[src/sv/lmtw_pkg.sv]
// Shared types and constants for the two-wire LED matrix writer.
`default_nettype none
package lmtw_pkg;

	localparam int unsigned CMD_W   = 8;
	localparam int unsigned HOLD_W  = 10;
	localparam int unsigned POS_W   = 4;
	localparam int unsigned SEG_W   = 8;
	localparam int unsigned FRAME_W = 2 * SEG_W;
	localparam int unsigned BITCNT_W = $clog2(FRAME_W);

	localparam logic [CMD_W-1:0]  ADDRESS_BASE      = 8'hC0;
	localparam logic [CMD_W-1:0]  DISPLAY_ON_RESET  = 8'd143;
	localparam logic [HOLD_W-1:0] SETTLE_RESET      = 10'd50;
	localparam logic [HOLD_W-1:0] HOLD_ONE_UNIT     = 10'd1;
	localparam logic [HOLD_W-1:0] HOLD_TWO_UNITS    = 10'd2;
	localparam logic [HOLD_W-1:0] HOLD_NONE         = 10'd0;

	localparam logic OP_DISPLAY_ON    = 1'b0;
	localparam logic OP_SEGMENT_WRITE = 1'b1;

	localparam logic REG_DISPLAY_ON_COMMAND = 1'b0;
	localparam logic REG_SETTLE_UNITS       = 1'b1;

	typedef enum logic [3:0] {
		ST_IDLE,
		ST_START0,
		ST_START1,
		ST_BIT_SET,
		ST_BIT_HIGH,
		ST_BIT_LOW,
		ST_STOP0,
		ST_STOP1,
		ST_STOP2
	} state_t;

	typedef enum logic [1:0] {
		DAT_LOW,
		DAT_HIGH,
		DAT_BIT
	} dat_sel_t;

	typedef enum logic [1:0] {
		HOLD_SEL_ONE,
		HOLD_SEL_TWO,
		HOLD_SEL_FINAL
	} hold_sel_t;

	typedef struct packed {
		logic      load;
		logic      emit;
		logic      shift;
		logic      clk_level;
		dat_sel_t  dat_sel;
		hold_sel_t hold_sel;
		logic      last;
	} cmd_t;

	typedef struct packed {
		logic out_free;
		logic bit_last;
	} status_t;

endpackage
`default_nettype wire

[src/sv/lmtw_ctrl.sv]
// Frame sequencer state machine for the two-wire LED matrix writer.
`default_nettype none
module lmtw_ctrl
	import lmtw_pkg::*;
(
	input  wire logic    clk,
	input  wire logic    arst_n,
	input  wire logic    in_valid,
	output logic         in_ready,
	input  wire status_t status,
	output cmd_t         cmd
);

	state_t state_q;
	state_t state_d;

	always_ff @(posedge clk or negedge arst_n) begin
		if (!arst_n) begin
			state_q <= ST_IDLE;
		end else begin
			state_q <= state_d;
		end
	end

	always_comb begin
		state_d      = state_q;
		in_ready     = 1'b0;
		cmd.load     = 1'b0;
		cmd.emit     = 1'b0;
		cmd.shift    = 1'b0;
		cmd.clk_level = 1'b0;
		cmd.dat_sel  = DAT_LOW;
		cmd.hold_sel = HOLD_SEL_ONE;
		cmd.last     = 1'b0;
		case (state_q)
			ST_IDLE: begin
				in_ready = 1'b1;
				if (in_valid) begin
					cmd.load = 1'b1;
					state_d  = ST_START0;
				end
			end
			ST_START0: begin
				cmd.clk_level = 1'b1;
				if (status.out_free) begin
					cmd.emit = 1'b1;
					state_d  = ST_START1;
				end
			end
			ST_START1: begin
				if (status.out_free) begin
					cmd.emit = 1'b1;
					state_d  = ST_BIT_SET;
				end
			end
			ST_BIT_SET: begin
				cmd.dat_sel = DAT_BIT;
				if (status.out_free) begin
					cmd.emit = 1'b1;
					state_d  = ST_BIT_HIGH;
				end
			end
			ST_BIT_HIGH: begin
				cmd.clk_level = 1'b1;
				cmd.dat_sel   = DAT_BIT;
				cmd.hold_sel  = HOLD_SEL_TWO;
				if (status.out_free) begin
					cmd.emit = 1'b1;
					state_d  = ST_BIT_LOW;
				end
			end
			ST_BIT_LOW: begin
				cmd.dat_sel = DAT_BIT;
				if (status.out_free) begin
					cmd.emit  = 1'b1;
					cmd.shift = 1'b1;
					state_d   = status.bit_last ? ST_STOP0 : ST_BIT_SET;
				end
			end
			ST_STOP0: begin
				if (status.out_free) begin
					cmd.emit = 1'b1;
					state_d  = ST_STOP1;
				end
			end
			ST_STOP1: begin
				cmd.clk_level = 1'b1;
				if (status.out_free) begin
					cmd.emit = 1'b1;
					state_d  = ST_STOP2;
				end
			end
			ST_STOP2: begin
				cmd.clk_level = 1'b1;
				cmd.dat_sel   = DAT_HIGH;
				cmd.hold_sel  = HOLD_SEL_FINAL;
				cmd.last      = 1'b1;
				if (status.out_free) begin
					cmd.emit = 1'b1;
					state_d  = ST_IDLE;
				end
			end
			default: begin
				state_d = ST_IDLE;
			end
		endcase
	end

endmodule
`default_nettype wire

[src/sv/lmtw_datapath.sv]
// Shift register, bit counter, configuration registers and output register.
`default_nettype none
module lmtw_datapath
	import lmtw_pkg::*;
(
	input  wire logic              clk,
	input  wire logic              arst_n,
	input  wire logic              cfg_we,
	input  wire logic              cfg_index,
	input  wire logic [HOLD_W-1:0] cfg_data,
	input  wire logic              in_operation,
	input  wire logic [POS_W-1:0]  in_position,
	input  wire logic [SEG_W-1:0]  in_segments,
	input  wire cmd_t              cmd,
	output status_t                status,
	output logic                   out_valid,
	input  wire logic              out_ready,
	output logic                   out_clock_level,
	output logic                   out_data_level,
	output logic [HOLD_W-1:0]      out_hold_units,
	output logic                   out_last_change
);

	logic [CMD_W-1:0]    display_on_q;
	logic [HOLD_W-1:0]   settle_q;
	logic [FRAME_W-1:0]  shift_q;
	logic [BITCNT_W-1:0] bit_cnt_q;
	logic [BITCNT_W-1:0] bit_last_idx_q;
	logic [HOLD_W-1:0]   final_hold_q;
	logic                valid_q;
	logic                clock_q;
	logic                data_q;
	logic [HOLD_W-1:0]   hold_q;
	logic                last_q;
	logic [CMD_W-1:0]    address_byte;
	logic                data_next;
	logic [HOLD_W-1:0]   hold_next;

	assign address_byte = ADDRESS_BASE + {{(CMD_W-POS_W){1'b0}}, in_position};

	always_ff @(posedge clk or negedge arst_n) begin
		if (!arst_n) begin
			display_on_q <= DISPLAY_ON_RESET;
			settle_q     <= SETTLE_RESET;
		end else if (cfg_we) begin
			case (cfg_index)
				REG_DISPLAY_ON_COMMAND: display_on_q <= cfg_data[CMD_W-1:0];
				REG_SETTLE_UNITS:       settle_q     <= cfg_data;
				default: ;
			endcase
		end
	end

	always_ff @(posedge clk) begin
		if (cmd.load) begin
			bit_cnt_q <= '0;
			if (in_operation == OP_SEGMENT_WRITE) begin
				shift_q        <= {in_segments, address_byte};
				bit_last_idx_q <= BITCNT_W'(FRAME_W - 1);
				final_hold_q   <= HOLD_NONE;
			end else begin
				shift_q        <= {{(FRAME_W-CMD_W){1'b0}}, display_on_q};
				bit_last_idx_q <= BITCNT_W'(CMD_W - 1);
				final_hold_q   <= settle_q;
			end
		end else if (cmd.shift) begin
			shift_q   <= shift_q >> 1;
			bit_cnt_q <= bit_cnt_q + 1'b1;
		end
	end

	always_comb begin
		case (cmd.dat_sel)
			DAT_LOW:  data_next = 1'b0;
			DAT_HIGH: data_next = 1'b1;
			DAT_BIT:  data_next = shift_q[0];
			default:  data_next = 1'b0;
		endcase
		case (cmd.hold_sel)
			HOLD_SEL_ONE:   hold_next = HOLD_ONE_UNIT;
			HOLD_SEL_TWO:   hold_next = HOLD_TWO_UNITS;
			HOLD_SEL_FINAL: hold_next = final_hold_q;
			default:        hold_next = HOLD_ONE_UNIT;
		endcase
	end

	always_ff @(posedge clk or negedge arst_n) begin
		if (!arst_n) begin
			valid_q <= 1'b0;
		end else if (cmd.emit) begin
			valid_q <= 1'b1;
		end else if (out_ready) begin
			valid_q <= 1'b0;
		end
	end

	always_ff @(posedge clk) begin
		if (cmd.emit) begin
			clock_q <= cmd.clk_level;
			data_q  <= data_next;
			hold_q  <= hold_next;
			last_q  <= cmd.last;
		end
	end

	assign status.out_free = !valid_q || out_ready;
	assign status.bit_last = (bit_cnt_q == bit_last_idx_q);

	assign out_valid       = valid_q;
	assign out_clock_level = clock_q;
	assign out_data_level  = data_q;
	assign out_hold_units  = hold_q;
	assign out_last_change = last_q;

endmodule
`default_nettype wire

[src/sv/led_matrix_two_wire_writer.sv]
// Top level of the two-wire LED matrix writer: pin change sequencer for one frame per item.
//
// The slave stream takes one frame request per transaction: s_tuser selects the
// operation (display-on command or segment write), s_tdata carries the grid
// position and the segment byte. The master stream delivers one pin change per
// transaction: clock level, data level and hold time in base units, with m_tlast
// on the final change of the frame.
// A segment write produces 53 changes, a display-on command 29. After the request
// is accepted, the sequencer leaves idle and the first change is registered into the
// output register. With the receiver always ready, the sequencer emits one change per
// cycle set by the frame state machine, and then returns to idle to take the next request.
// Only one frame is in flight at a time. When the receiver stalls, the output register
// holds its change and the sequencer waits; no change is lost or repeated.
// The configuration port writes the display-on command byte (index 0) and the
// settle hold (index 1); write them only while no frame is in flight.
// Reset clears the sequencer and the output valid flag and restores the
// configuration registers to 0x8F and 50.
`default_nettype none
module led_matrix_two_wire_writer
	import lmtw_pkg::*;
(
	input  wire logic              clk,
	input  wire logic              arst_n,
	input  wire logic              cfg_we,
	input  wire logic              cfg_index,
	input  wire logic [HOLD_W-1:0] cfg_data,
	input  wire logic              s_tvalid,
	output logic                   s_tready,
	input  wire logic [15:0]       s_tdata,  // position[3:0], segments[11:4], zero[15:12]
	input  wire logic              s_tuser,  // operation[0]
	output logic                   m_tvalid,
	input  wire logic              m_tready,
	output logic [15:0]            m_tdata,  // clock_level[0], data_level[1], hold_units[11:2]
	output logic                   m_tlast
);

	cmd_t              cmd;
	status_t           status;
	logic              clock_level;
	logic              data_level;
	logic [HOLD_W-1:0] hold_units;

	lmtw_ctrl u_ctrl (
		.clk      (clk),
		.arst_n   (arst_n),
		.in_valid (s_tvalid),
		.in_ready (s_tready),
		.status   (status),
		.cmd      (cmd)
	);

	lmtw_datapath u_datapath (
		.clk             (clk),
		.arst_n          (arst_n),
		.cfg_we          (cfg_we),
		.cfg_index       (cfg_index),
		.cfg_data        (cfg_data),
		.in_operation    (s_tuser),
		.in_position     (s_tdata[POS_W-1:0]),
		.in_segments     (s_tdata[POS_W+SEG_W-1:POS_W]),
		.cmd             (cmd),
		.status          (status),
		.out_valid       (m_tvalid),
		.out_ready       (m_tready),
		.out_clock_level (clock_level),
		.out_data_level  (data_level),
		.out_hold_units  (hold_units),
		.out_last_change (m_tlast)
	);

	assign m_tdata = {4'b0000, hold_units, data_level, clock_level};

endmodule
`default_nettype wire

[config.mk]
export PLATFORM = sky130hd
export DESIGN_NAME = led_matrix_two_wire_writer
export DESIGN_NICKNAME = d
export VERILOG_FILES = /design/src/sv/lmtw_pkg.sv /design/src/sv/lmtw_ctrl.sv /design/src/sv/lmtw_datapath.sv /design/src/sv/led_matrix_two_wire_writer.sv
export SDC_FILE = /design/constraint.sdc
export NUM_CORES = 1
export LEC_CHECK = 0
export BUFFER_PORTS_ARGS = -buffer_cell sky130_fd_sc_hd__buf_2
export CORE_MARGIN = 2
export CORE_UTILIZATION = 50
export CTS_CLUSTER_SIZE = 24
export DETAILED_ROUTE_END_ITERATION = 10
export GPL_TIMING_DRIVEN = 0
export PLACE_DENSITY = 0.79
export SLEW_MARGIN = 20
export SYNTH_ARGS = -nofsm -noshare
export SYNTH_HDL_FRONTEND = slang
export SYNTH_SLANG_ARGS = --single-unit
[constraint.sdc]
create_clock -name clk -period 1.85 [get_ports clk]
set_input_delay 0.2775 -clock clk [delete_from_list [all_inputs] [get_ports clk]]
set_output_delay 0.2775 -clock clk [all_outputs]
set_load 0.02 [all_outputs]
# Word level (Yosys, flattened, before mapping)
# Index checks and enable logic that the tools add are counted.
dict set report op_classes {
  div_mod_pow 0
  n_eq_ne 22
  mux 30
  n_mul 0
  shifts 0
  n_bitwise 1
  n_addsub 2
  reduce_logical 11
  magnitude_cmp 0
}
# cell count
set ops {}
lappend ops {{16-bit 2-to-1 mux} 3}
lappend ops {{4-bit 2-to-1 mux} 10}
lappend ops {{4-bit one-hot mux with 9 select lines} 1}
lappend ops {{10-bit one-hot mux with 2 select lines} 1}
lappend ops {{2-bit inequality test, second input constant} 9}
lappend ops {{4-bit by 3-bit equality test with 1-bit output, second input constant} 4}
lappend ops {{1-bit 2-to-1 mux} 9}
lappend ops {{9-bit AND reduction} 1}
lappend ops {{7-bit by 5-bit adder with 8-bit output, first input constant} 1}
lappend ops {{4-bit by 2-bit equality test with 1-bit output, second input constant} 2}
lappend ops {{2-bit one-hot mux with 2 select lines} 2}
lappend ops {{7-bit OR reduction} 1}
lappend ops {{4-bit by 1-bit adder with 4-bit output, second input constant} 1}
lappend ops {{2-bit by 1-bit equality test with 1-bit output, second input constant} 2}
lappend ops {{2-bit equality test, second input constant} 2}
lappend ops {{4-bit by 1-bit equality test with 1-bit output, second input constant} 1}
lappend ops {{4-bit equality test} 1}
lappend ops {{4-bit equality test, second input constant} 1}
lappend ops {{4-bit zero test} 1}
lappend ops {{1-bit one-hot mux with 2 select lines} 2}
lappend ops {{2-bit AND reduction} 2}
lappend ops {{2-bit nonzero test} 2}
lappend ops {{4-bit OR reduction} 1}
lappend ops {{3-bit 2-to-1 mux} 1}
lappend ops {{other kinds (5)} 5}
dict set report totals {
  ram_bits 0
  romBits 0
  out_inout_bits 19
  memories 0
  wordCells 78
  register_bits 70
  latchBits 0
}

# Logic depth before layout (Yosys ltp)
# Gate-level depths: netlist of the first run.
dict set report depth {
  depth_word 6
  depth_mapped 8
  ltp_nobuf 6
}

# Cells and area by module
# From an unflattened synthesis of the first run, not the netlist that was laid out.
dict set report unflattened {
  hier_cells 232
  hier_area_um2 2992.9
}
# module seq_area_each_um2 area_each_um2 cells_per_inst instances
set modules_own_cells {}
lappend modules_own_cells {lmtw_datapath 1766.7 2612.5 183 1}
lappend modules_own_cells {lmtw_ctrl 100.1 331.6 42 1}
lappend modules_own_cells {led_matrix_two_wire_writer 0.0 48.8 7 1}

# Worst setup path before layout of the first run
# Ideal clock, no wire load.
dict set report synth_path {
  path_type {flip-flop to flip-flop}
  startpoint {reg u_ctrl.state_q[1]}
  endpoint {reg u_datapath.shift_q[0], enable pin}
  setup_ns 0.367
  path_slack_ns -0.327
  stages_incl_launch_ff 5
  n_path_buf 1
  t_arrival_ns 1.810
  t_required_ns 1.483
  synth_period_minus_slack_ns 2.177
  cell_sequence {dfrtp_1 -> nor4_4 -> and2_4 -> buf_8 -> a21o_1}
}
dict set report synth_via {
  elab_chain_cells 3
}
# element line_no
set synth_lines {}
lappend synth_lines {{start: declaration} lmtw_ctrl.sv:14} ;# state_t state_q;
lappend synth_lines {{start signal: assignment} lmtw_ctrl.sv:21} ;# state_q <= state_d;
lappend synth_lines {{4-bit by 3-bit equality test with 1-bit output / 4-bit zero test (equally long branches)} lmtw_ctrl.sv:35} ;# case (state_q)
lappend synth_lines {{1-bit 2-to-1 mux} lmtw_ctrl.sv:35}
lappend synth_lines {{2-bit nonzero test (no line) (*)} n/a}
lappend synth_lines {{end signal: assignment} lmtw_datapath.sv:58} ;# shift_q <= {in_segments, address_byte};
lappend synth_lines {{end signal: assignment} lmtw_datapath.sv:62} ;# shift_q <= {{(FRAME_W-CMD_W){1'b0}}, display_on_q};
lappend synth_lines {{end signal: assignment} lmtw_datapath.sv:67} ;# shift_q <= shift_q >> 1;
lappend synth_lines {{end: declaration} lmtw_datapath.sv:26} ;# logic [FRAME_W-1:0] shift_q;
# Mark *: on every way between the ends. The rest lies on a longest branch, timed or not.
# A chain may end at the register's enable or synchronous reset.

# Worst setup path after layout of the first run
dict set report layout_path {
  startpoint {reg u_ctrl.state_q[0]}
  endpoint {reg u_datapath.shift_q[4], enable pin}
}
# Same word-level chain as after synthesis.

==> results of run 1 <==
[registers in the layout (all words and copies together) (netlist names), 4 cells and up]
| name | count |
|---|---|
| u_datapath.display_on_q | 8 |
| u_datapath.shift_q | 16 |
| u_datapath.bit_cnt_q | 4 |
| u_datapath.out_hold_units | 10 |
| u_datapath.settle_q | 10 |
| u_ctrl.state_q | 4 |
| u_datapath.final_hold_q | 10 |
[timing repair]
action | 4_1_cts | 5_1_grt
buffers inserted | 2 | 0
pin swaps | 1 | 0
hold buffers | 1 | 0
gates resized for setup | 3 | 8
setup endpoints to repair | 57 | 23
hold endpoints to repair | 15 | 0
[logic make-up (layout without fill, tap and decap cells)]
group,count (synthesis),count (layout),share of synthesized area [%]
adder cells (fa/ha/maj),5,5,2.031
multiplexers,33,33,11.58
AO/OA/AOI/OAI,34,34,7.149
XOR/XNOR,3,3,0.8531
buffers and inverters,32,93,5.605
AND/OR/NAND/NOR,64,64,12.06
other,1,4,0.1217
flip-flops,67,67,60.60
[cell usage in the layout, fill, tap and decap left out, drive strengths merged, types with 3 or more instances in the layout]
| cell type | Yosys | layout |
|---|---|---|
| buf | 11 | 55 |
| edfxtp | 40 | 40 |
| mux2 | 21 | 21 |
| a21oi | 20 | 20 |
| clkbuf | 9 | 19 |
| nor2b | 16 | 16 |
| dfrtp | 15 | 15 |
| nand2 | 13 | 13 |
| inv | 12 | 13 |
| mux2i | 12 | 12 |
| and2 | 9 | 9 |
| dfstp | 8 | 8 |
| nor2 | 8 | 8 |
| ha | 5 | 5 |
| o21ai | 4 | 4 |
| conb | 1 | 4 |
| dfxtp | 4 | 4 |
| nand4 | 3 | 3 |
| clkinvlp | 0 | 3 |
[worst max-delay path by stage]
stage                                              to  depth (start not counted)                           from
2_1_floorplan         u_datapath.shift_q[0]$_DFFE_PP_                          4  u_ctrl.state_q[2]$_DFFE_PN0P_
3_3_place_gp   u_datapath.out_hold_units[0]$_DFFE_PP_                          7  u_ctrl.state_q[0]$_DFFE_PN0P_
3_5_place_dp   u_datapath.out_hold_units[0]$_DFFE_PP_                          7  u_ctrl.state_q[0]$_DFFE_PN0P_
4_1_cts        u_datapath.out_hold_units[0]$_DFFE_PP_                          7  u_ctrl.state_q[0]$_DFFE_PN0P_
5_1_grt               u_datapath.shift_q[3]$_DFFE_PP_                          3  u_ctrl.state_q[1]$_DFFE_PN0P_
6_report              u_datapath.shift_q[4]$_DFFE_PP_                          5  u_ctrl.state_q[0]$_DFFE_PN0P_
[worst max-delay path, delay by kind of cell (launching register included)]
kind	cells	cell delay (ns)
AO/OA/AOI/OAI	1	0.23
flip-flops	1	0.42
buffers and inverters	2	0.36
AND/OR/NAND/NOR	2	0.45
[metrics by stage]
stage / instances / setup WS (ns) / TNS, ns / utilization, %
3_3_place_gp: 359 / -0.1307 / -3.194 / 57.52
5_1_grt: 378 / -0.02051 / -0.2896 / 61.75
6_report: 378 / 0.06510 / 0 / 61.75
2_1_floorplan: 242 / -0.02804 / -0.4487 / -
3_5_place_dp: 359 / -0.1917 / -4.060 / 57.52
4_1_cts: 378 / 0.02030 / 0 / 61.33
[power groups by stage]
stage,clock (mW),combinational [mW],sequential (mW)
floorplan,0,1.04,2.40
global placement,0,1.47,2.29
detailed placement,0,1.52,2.32
CTS,1.21,1.57,2.29
global route,1.27,1.79,2.33
finish,1.18,1.60,2.29
[per-layer routing]
layer  track usage [%]  vias up  wire [um]
li1                  -      955          -
met1             24.30      914       2357
met2             29.11       51       2578
met3             3.587        4        283
met4             9.344        0         41
met5                 0        -          0
[cell type report]
cell class                      instances  area (um2)
Sequential cell                        67        1867
Inverter                               12       45.04
Buffer                                 20       135.1
Clock inverter                          6       65.06
Timing Repair Buffer                   45       235.2
Tap cell                               75       93.84
Fill cell                             479        2265
Multi-Input combinational cell        143        1087
Clock buffer                           10       127.6
==> results.cfg, run 1 <==
[timing]
relSlewSlack_pct = 65.00
skew_ns = 0.005381
maxSlewViolCount = 0
finalCritPeriodShare_pct = 96.48
hold_viol_final = 0
fin_crit_ns = 1.785
rsz0062_at_grt = yes
setup_violations = 0
worstMarginPinSlew_ns = 0.5250
max_freq_mhz = 560.3
timing.hold.ws_ns = 0.1425

[yosys]
netlist_area_mm2 = 0.003080
synth_cell_type_count = 45
synth_top_area_share_pct = 38.99
synthTopCellsByArea = edfxtp_1, dfrtp_1, mux2_2, dfstp_2, mux2i_1
yosys.cell_count.top_type = edfxtp_1
synth-seq-cells = 67
synth_flop_cell = edfxtp_1
yosys_warnings = 0
synthArstFlopShare_pct = 34.33
synth_commonest_cells = edfxtp_1, mux2_2, nor2b_1, dfrtp_1, a21oi_1
synthCells = 239
syn_area_per_cell_um2 = 12.89
yosysSeqAreaShare_pct = 60.60
yosys.area.top_type = edfxtp_1
synth-edff-count = 40

[final_layout]
drive_above_1_share_pct = 37.62
fin_area_mm2 = 0.003656
fin_nets = 336
n_antenna_cell = 0
area_growth_pct = 18.68

[critical_path]
critPathMaxStageDelay_ns = 0.42
reg2reg_slack_ns = 0.07
r2r_start = u_ctrl.state_q[0]$_DFFE_PN0P_
reg2regPathDepth = 5
path_cells = nor4_4 -> buf_4 -> and2_4 -> buf_8 -> a21o_4
endpoint_kind = flip-flop
critPathSlowestCell = dfrtp_1
path_max_fanout = 16
r2r_end = u_datapath.shift_q[4]$_DFFE_PP_
crit_type = reg -> reg
worstPathArrival_ns = 1.81
crit_required_ns = 1.88
setup.worst_path.start_class = flip-flop

[drt]
drcViolationCount = 0
drtIter0Drc = 100
viasPerCell = 5.090
firstDrtPassIters = 4
wire_per_inst_um = 13.92
postRouteAntennaNets = 0
routed-via-count = 1924
finalWirelength_um = 5260

[pwr]
switchingPower_mw = 1.672
power_frac_seq_pct = 45.2
finalPower_mw = 5.072
p_clk_share_pct = 23.3
swShare_pct = 32.97
cell_internal_pwr_mw = 3.400
p_comb_share_pct = 31.5
ir_worst_vdd_v = 0.0007166
power_density_mw_per_mm2 = 1387
p_leak_nw = 1.473

[clock_network]
clk_latency_ns = 0.34
cts_root_buf = clkbuf_8
cts.clk_slew.worst_paths_ns = 0.07
cts_sinks = 67
clockBufferDepth = 2
cts_made_buffers = 9
cts_tree = yes
htreeDepth = 3

[hold_path]
worstHoldStart = s_tuser
hold_depth = 1
holdPathEnd = u_datapath.bit_last_idx_q[3]$_DFFE_PN_
holdCritPathClass = in -> reg

[grt]
grt_pass1_vias = 1903
grt-ovfl-total = 0
grt_pass1_wl_um = 9149
track_usage_pct = 18.42
grt_max_degree = 24
antenna_found_initial = 0

[placed_design]
placed_area_mm2 = 0.003406
hpwlAfterDp_um = 3640
io_buffer_count = 42
gp_congestion = 0.8813

[die]
coreArea_mm2 = 0.005921
die_area_mm2 = 0.006805
start_util_pct = 52.03
fp.dieH_um = 82.49
rows = 28
die_w_um = 82.49
io_pins = 52

[outcome]
status = finished clean

[job]
cap_violations = 0
Note: power is estimated with default switching activity, not from simulation.
==> run 2, diff against run 1 <==
--- a/config.mk
+++ b/config.mk
@@ -6,7 +6,7 @@
 export NUM_CORES = 1
 export LEC_CHECK = 0
 export BUFFER_PORTS_ARGS = -buffer_cell sky130_fd_sc_hd__buf_2
-export CORE_MARGIN = 2
+export CORE_MARGIN = 3
 export CORE_UTILIZATION = 50
 export CTS_CLUSTER_SIZE = 24
 export DETAILED_ROUTE_END_ITERATION = 10
==> results.cfg, run 2 (same netlist as run 1, synthesis figures left out) <==
[outcome]
status = finished clean

[pwr]
finalPower_mw = 5.060
power_frac_seq_pct = 45.1
swShare_pct = 32.79
cell_internal_pwr_mw = 3.401
p_leak_nw = 1.484
switchingPower_mw = 1.659
p_comb_share_pct = 31.5
ir_worst_vdd_v = 0.0007129
power_density_mw_per_mm2 = 1385
p_clk_share_pct = 23.4

[drt]
wire_per_inst_um = 13.53
finalWirelength_um = 5075
viasPerCell = 5.085
postRouteAntennaNets = 0
firstDrtPassIters = 4
drcViolationCount = 0
routed-via-count = 1907
drtIter0Drc = 139

[die]
fp.dieH_um = 84.49
io_pins = 52
rows = 27
die_w_um = 84.49
start_util_pct = 53.64
die_area_mm2 = 0.007139
coreArea_mm2 = 0.005743

[hold_path]
hold_depth = 1
holdCritPathClass = in -> reg

[critical_path]
critPathSlowestCell = dfrtp_1
crit_type = reg -> reg
path_delay_family = simple AND/OR/NAND/NOR gates
endpoint_kind = flip-flop
cp.depth = 4
crit_buf_inv = 1
setup.worst_path.start_class = flip-flop
critPathMaxStageDelay_ns = 0.42
reg2regPathDepth = 4
path_max_fanout = 16
crit_required_ns = 1.88
reg2reg_slack_ns = 0.09
path_cells = nor4_4 -> and2_4 -> buf_8 -> a21o_4
worstPathArrival_ns = 1.79

[job]
cap_violations = 0

[grt]
grt_pass1_wl_um = 8749
grt_max_degree = 24
grt_pass1_vias = 1856
grt-ovfl-total = 0
antenna_found_initial = 0
track_usage_pct = 15.63

[timing]
fin_crit_ns = 1.761
worstMarginPinSlew_ns = 0.5225
hold_viol_final = 0
setup_violations = 0
relSlewSlack_pct = 65.17
finalCritPeriodShare_pct = 95.20
skew_ns = 0.004632
rsz0062_at_grt = yes
max_freq_mhz = 567.8
maxSlewViolCount = 0

[final_layout]
final_common_cell = buf_2
fillers = 463
n_antenna_cell = 0
final_util_pct = 63.62
layout_common_cells = buf_2, edfxtp_1, mux2_2, nor2b_1, dfrtp_1
fin_nets = 336
largest_reg_flops = 16
drive_above_1_share_pct = 38.61
top_register = u_datapath.shift_q
area_growth_pct = 18.60

[clock_network]
cts_tree = yes
cts_made_buffers = 9
cts_root_buf = clkbuf_8
htreeDepth = 3
clk_latency_ns = 0.34
cts.clk_slew.worst_paths_ns = 0.07
cts_sinks = 67
clockBufferDepth = 2

[placed_design]
io_buffer_count = 42
gp_congestion = 0.8801
hpwlAfterDp_um = 3536
==> run 2: repair_timing <==
action                                 CTS  global route
gates resized for setup                  3            13
cloned                                   0             0
setup endpoints to repair               56            22
setup buffers                            2             0
pin swaps                                1             1
endpoints found under the hold margin   15             0
hold buffers                             1             0
==> run 2: power by group through the flow <==
stage,sequential (mW),clock (mW),combinational [mW]
after floorplan,2.40,0,1.04
after global placement,2.29,0,1.48
after detailed placement,2.31,0,1.52
after CTS,2.28,1.21,1.57
after global routing,2.32,1.28,1.76
final,2.28,1.18,1.60
==> run 2: final timing paths <==
path,startpoint,endpoint
min in group asynchronous,arst_n,u_datapath.display_on_q[4]$_DFFE_PN0P_
max in group asynchronous,arst_n,u_datapath.display_on_q[1]$_DFFE_PN1P_
min,s_tuser,u_datapath.bit_last_idx_q[3]$_DFFE_PN_
min reg2reg,u_datapath.bit_cnt_q[1]$_SDFFE_PN0P_,u_datapath.bit_cnt_q[1]$_SDFFE_PN0P_
max reg2reg,u_ctrl.state_q[0]$_DFFE_PN0P_,u_datapath.shift_q[0]$_DFFE_PP_
max,u_ctrl.state_q[0]$_DFFE_PN0P_,u_datapath.shift_q[0]$_DFFE_PP_
==> run 2: layer usage <==
metal	vias to the layer above	share of wire, %	global-route usage (%)
met5	-	0	0
met4	0	2.3	8.633
met3	10	5.5	4.024
met2	52	46	23.35
met1	888	46	20.81
li1	957	-	-
==> run 2: final cells by class <==
type                       instances  area, um2  area share (%)
buffer                            20      136.4           3.733
clock buffer                      10      127.6           3.493
clock inverter                     6      65.06           1.781
inverter                          12      45.04           1.233
multi-input combinational        143       1087           29.76
sequential                        67       1867           51.10
tap                               72      90.09           2.466
timing repair buffer              45      235.2           6.438
==> run 2: stage by stage <==
step | hold slack [ns] | instance area [um2] | setup TNS (ns) | cells | setup slack (ns)
after floorplan | -0.01809 | 3102 | -0.4487 | 242 | -0.02804
after global placement | 0.2776 | 3402 | -2.754 | 356 | -0.1307
after detailed placement | 0.2753 | 3402 | -4.326 | 356 | -0.2074
after CTS | 0.1139 | 3627 | 0 | 375 | 0.002134
after global routing | 0.1236 | 3654 | -0.01908 | 375 | -0.01908
final | 0.1281 | 3654 | 0 | 375 | 0.08878
==> run 3, diff against run 2 <==
--- a/config.mk
+++ b/config.mk
@@ -5,6 +5,7 @@
 export SDC_FILE = /design/constraint.sdc
 export NUM_CORES = 1
 export LEC_CHECK = 0
+export ABC_AREA = 1
 export BUFFER_PORTS_ARGS = -buffer_cell sky130_fd_sc_hd__buf_2
 export CORE_MARGIN = 3
 export CORE_UTILIZATION = 50
@@ -12,7 +13,7 @@
 export DETAILED_ROUTE_END_ITERATION = 10
 export GPL_TIMING_DRIVEN = 0
 export PLACE_DENSITY = 0.79
-export SLEW_MARGIN = 20
+export SLEW_MARGIN = 15
 export SYNTH_ARGS = -nofsm -noshare
 export SYNTH_HDL_FRONTEND = slang
 export SYNTH_SLANG_ARGS = --single-unit
==> results.cfg, run 3 <==
[timing]
fin_crit_ns = 1.770
setup_ws_ns = 0.08026
timing.hold.ws_ns = 0.1693
finalCritPeriodShare_pct = 95.66
maxSlewViolCount = 0
skew_ns = 0.006401
hold_viol_final = 0
max_freq_mhz = 565.1
setup_violations = 0
worstMarginPinSlew_ns = 0.5863
relSlewSlack_pct = 60.87

[final_layout]
n_antenna_cell = 0
fillers = 471
largest_reg_flops = 16
drive_above_1_share_pct = 25.75
fin_nets = 402
regArea_mm2 = 0.001867
final_common_cell = nand2_1
layout_common_cells = nand2_1, buf_2, edfxtp_1, inv_1, nor2_1
multi_input_area_um2 = 905.9
area_growth_pct = 17.89
fin_area_mm2 = 0.003587
top_register = u_datapath.shift_q

[drt]
drt-met1-wl_um = 2281
dr.max_layer_used = met4
wl_met2_um = 2475
firstDrtPassIters = 4
finalWirelength_um = 5132
drtIter0Drc = 99
postRouteAntennaNets = 0
wire_per_inst_um = 11.64
dr_wl_met3_um = 325
drcViolationCount = 0
viasPerCell = 4.857
routed-via-count = 2142

[critical_path]
setup.worst_path.start_class = flip-flop
r2r_start = u_ctrl.state_q[3]$_DFFE_PN0P_
reg2regPathDepth = 8
endpoint_kind = flip-flop
crit_type = reg -> reg
r2r_end = u_datapath.out_hold_units[0]$_DFFE_PP_
reg2reg_slack_ns = 0.08
path_max_fanout = 10
worstPathArrival_ns = 1.86
crit_required_ns = 1.94

[yosys]
netlist_area_mm2 = 0.003043
synthTopCellsByArea = edfxtp_1, dfrtp_1, nand2_1, dfstp_2, inv_1
synth_top_area_share_pct = 39.47
synth_cell_type_count = 33
yosys.cell_count.top_type = nand2_1
synth_commonest_cells = nand2_1, edfxtp_1, inv_1, nor2_1, o21ai_0
yosys.area.top_type = edfxtp_1
synth_flop_cell = edfxtp_1
synth-edff-count = 40
yosysSeqAreaShare_pct = 61.35
syn_area_per_cell_um2 = 9.944
synth-seq-cells = 67
synthCells = 306
synthArstFlopShare_pct = 34.33
yosys_warnings = 0

[pwr]
switchingPower_mw = 1.641
cell_internal_pwr_mw = 3.366
p_clk_share_pct = 25.6
power_density_mw_per_mm2 = 1396
ir_worst_vdd_v = 0.0007925
p_comb_share_pct = 29.8
p_leak_nw = 1.690
finalPower_mw = 5.007
swShare_pct = 32.78
power_frac_seq_pct = 44.7

[placed_design]
io_buffer_count = 43
placed_area_mm2 = 0.003359
hpwlAfterDp_um = 3731
dp_slack_ns = -0.09522
gp_congestion = 0.7841

[die]
die_w_um = 84.01
coreArea_mm2 = 0.005709
fp.dieH_um = 84.01
rows = 27
io_pins = 52
die_area_mm2 = 0.007058
start_util_pct = 53.30

[grt]
track_usage_pct = 16.26
grt_pass1_vias = 1977
antenna_found_initial = 0
grt-ovfl-total = 0
grt_max_degree = 24
grt_pass1_wl_um = 9101

[clock_network]
cts.clk_slew.worst_paths_ns = 0.07
cts_sinks = 67
clk_latency_ns = 0.34
clockBufferDepth = 2
cts_made_buffers = 9
htreeDepth = 3
cts_tree = yes
cts_root_buf = clkbuf_8
cts_setup_buffers = 0

[hold_path]
hold_depth = 3
worstHoldStart = cfg_data[5]
holdPathEnd = u_datapath.settle_q[5]$_DFFE_PN1P_
holdCritPathClass = in -> reg

[job]
cap_violations = 0

[outcome]
status = finished clean
[run 3: cell count changes after synthesis, moves of 5 or more]
cell / delta
o21ai_0: +16
nand2_1: +65
a21oi_1: -6
o21ai_1: +13
nor2b_1: -16
mux2i_1: -12
a21oi_2: -6
mux2_2: -21
nor2_1: +24
inv_1: +27
and2_1: -8
clkbuf_1: -5
[run 3: worst max path at each step]
stage	depth (start not counted)	endpoint	start
final	8	u_datapath.out_hold_units[0]$_DFFE_PP_	u_ctrl.state_q[3]$_DFFE_PN0P_
after global routing	8	u_datapath.out_hold_units[0]$_DFFE_PP_	u_ctrl.state_q[3]$_DFFE_PN0P_
after CTS	8	u_datapath.out_hold_units[0]$_DFFE_PP_	u_ctrl.state_q[3]$_DFFE_PN0P_
after detailed placement	6	u_datapath.out_hold_units[5]$_DFFE_PP_	u_ctrl.state_q[0]$_DFFE_PN0P_
after global placement	6	u_datapath.out_hold_units[6]$_DFFE_PP_	u_ctrl.state_q[0]$_DFFE_PN0P_
after floorplan	6	u_datapath.out_clock_level$_DFFE_PP_	u_ctrl.state_q[0]$_DFFE_PN0P_
[run 3: power groups by stage]
stage / Combinational [mW] / Clock [mW] / Sequential [mW]
global placement: 1.45 / 0 / 2.25
global route: 1.68 / 1.37 / 2.28
detailed placement: 1.49 / 0 / 2.27
CTS: 1.50 / 1.31 / 2.24
finish: 1.49 / 1.28 / 2.24
floorplan: 1.01 / 0 / 2.37
[run 3: area by class of cell]
type	count	share of cell area [%]
sequential	67	52.04
multi-input combinational	182	25.25
timing repair buffer	44	6.278
inverter	44	4.953
clock buffer	11	3.662
buffer	16	3.139
tap	72	2.511
clock inverter	5	2.163
[run 3: per-stage QoR]
| stage | TNS [ns] | util, % | instances |
|---|---|---|---|
| 4_1_cts | 0 | 62.77 | 441 |
| 2_1_floorplan | 0 | - | 309 |
| 6_report | 0 | 62.83 | 441 |
| 3_5_place_dp | -2.110 | 58.84 | 424 |
| 3_3_place_gp | -1.015 | 58.84 | 424 |
| 5_1_grt | -0.008229 | 62.83 | 441 |
[run 3: cells by family after synthesis]
| family | after synthesis | synth area share [%] |
|---|---|---|
| AO/OA/AOI/OAI | 47 | 8.553 |
| XOR/XNOR | 1 | 0.2879 |
| adder cells (fa/ha/maj) | 5 | 2.056 |
| buffers and inverters | 60 | 9.498 |
| flip-flops | 67 | 61.35 |
| other | 1 | 0.1232 |
| AND/OR/NAND/NOR | 125 | 18.13 |
[run 3: metal layers]
| layer | vias up | track usage (%) |
|---|---|---|
| met2 | 53 | 25.67 |
| met4 | 0 | 4.532 |
| met1 | 989 | 20.53 |
| met5 | - | 0 |
| li1 | 1091 | - |
| met3 | 9 | 6.910 |
[run 3: what timing repair did]
item / 4_1_cts / 5_1_grt
resized for setup: 2 / 3
gates cloned: 0 / 0
hold endpoints to repair: 15 / 0
endpoints found under the setup margin: 29 / 9
hold buffers: 1 / 0
[run 3: worst max-delay path, stage by stage (launching register included)]
cell,delay (ns)
dfrtp_1,0.39
inv_2,0.15
nand2_1,0.14
nor2_2,0.20
inv_1,0.09
ha_1,0.20
clkbuf_2,0.18
nand2_1,0.09
o21ai_0,0.07
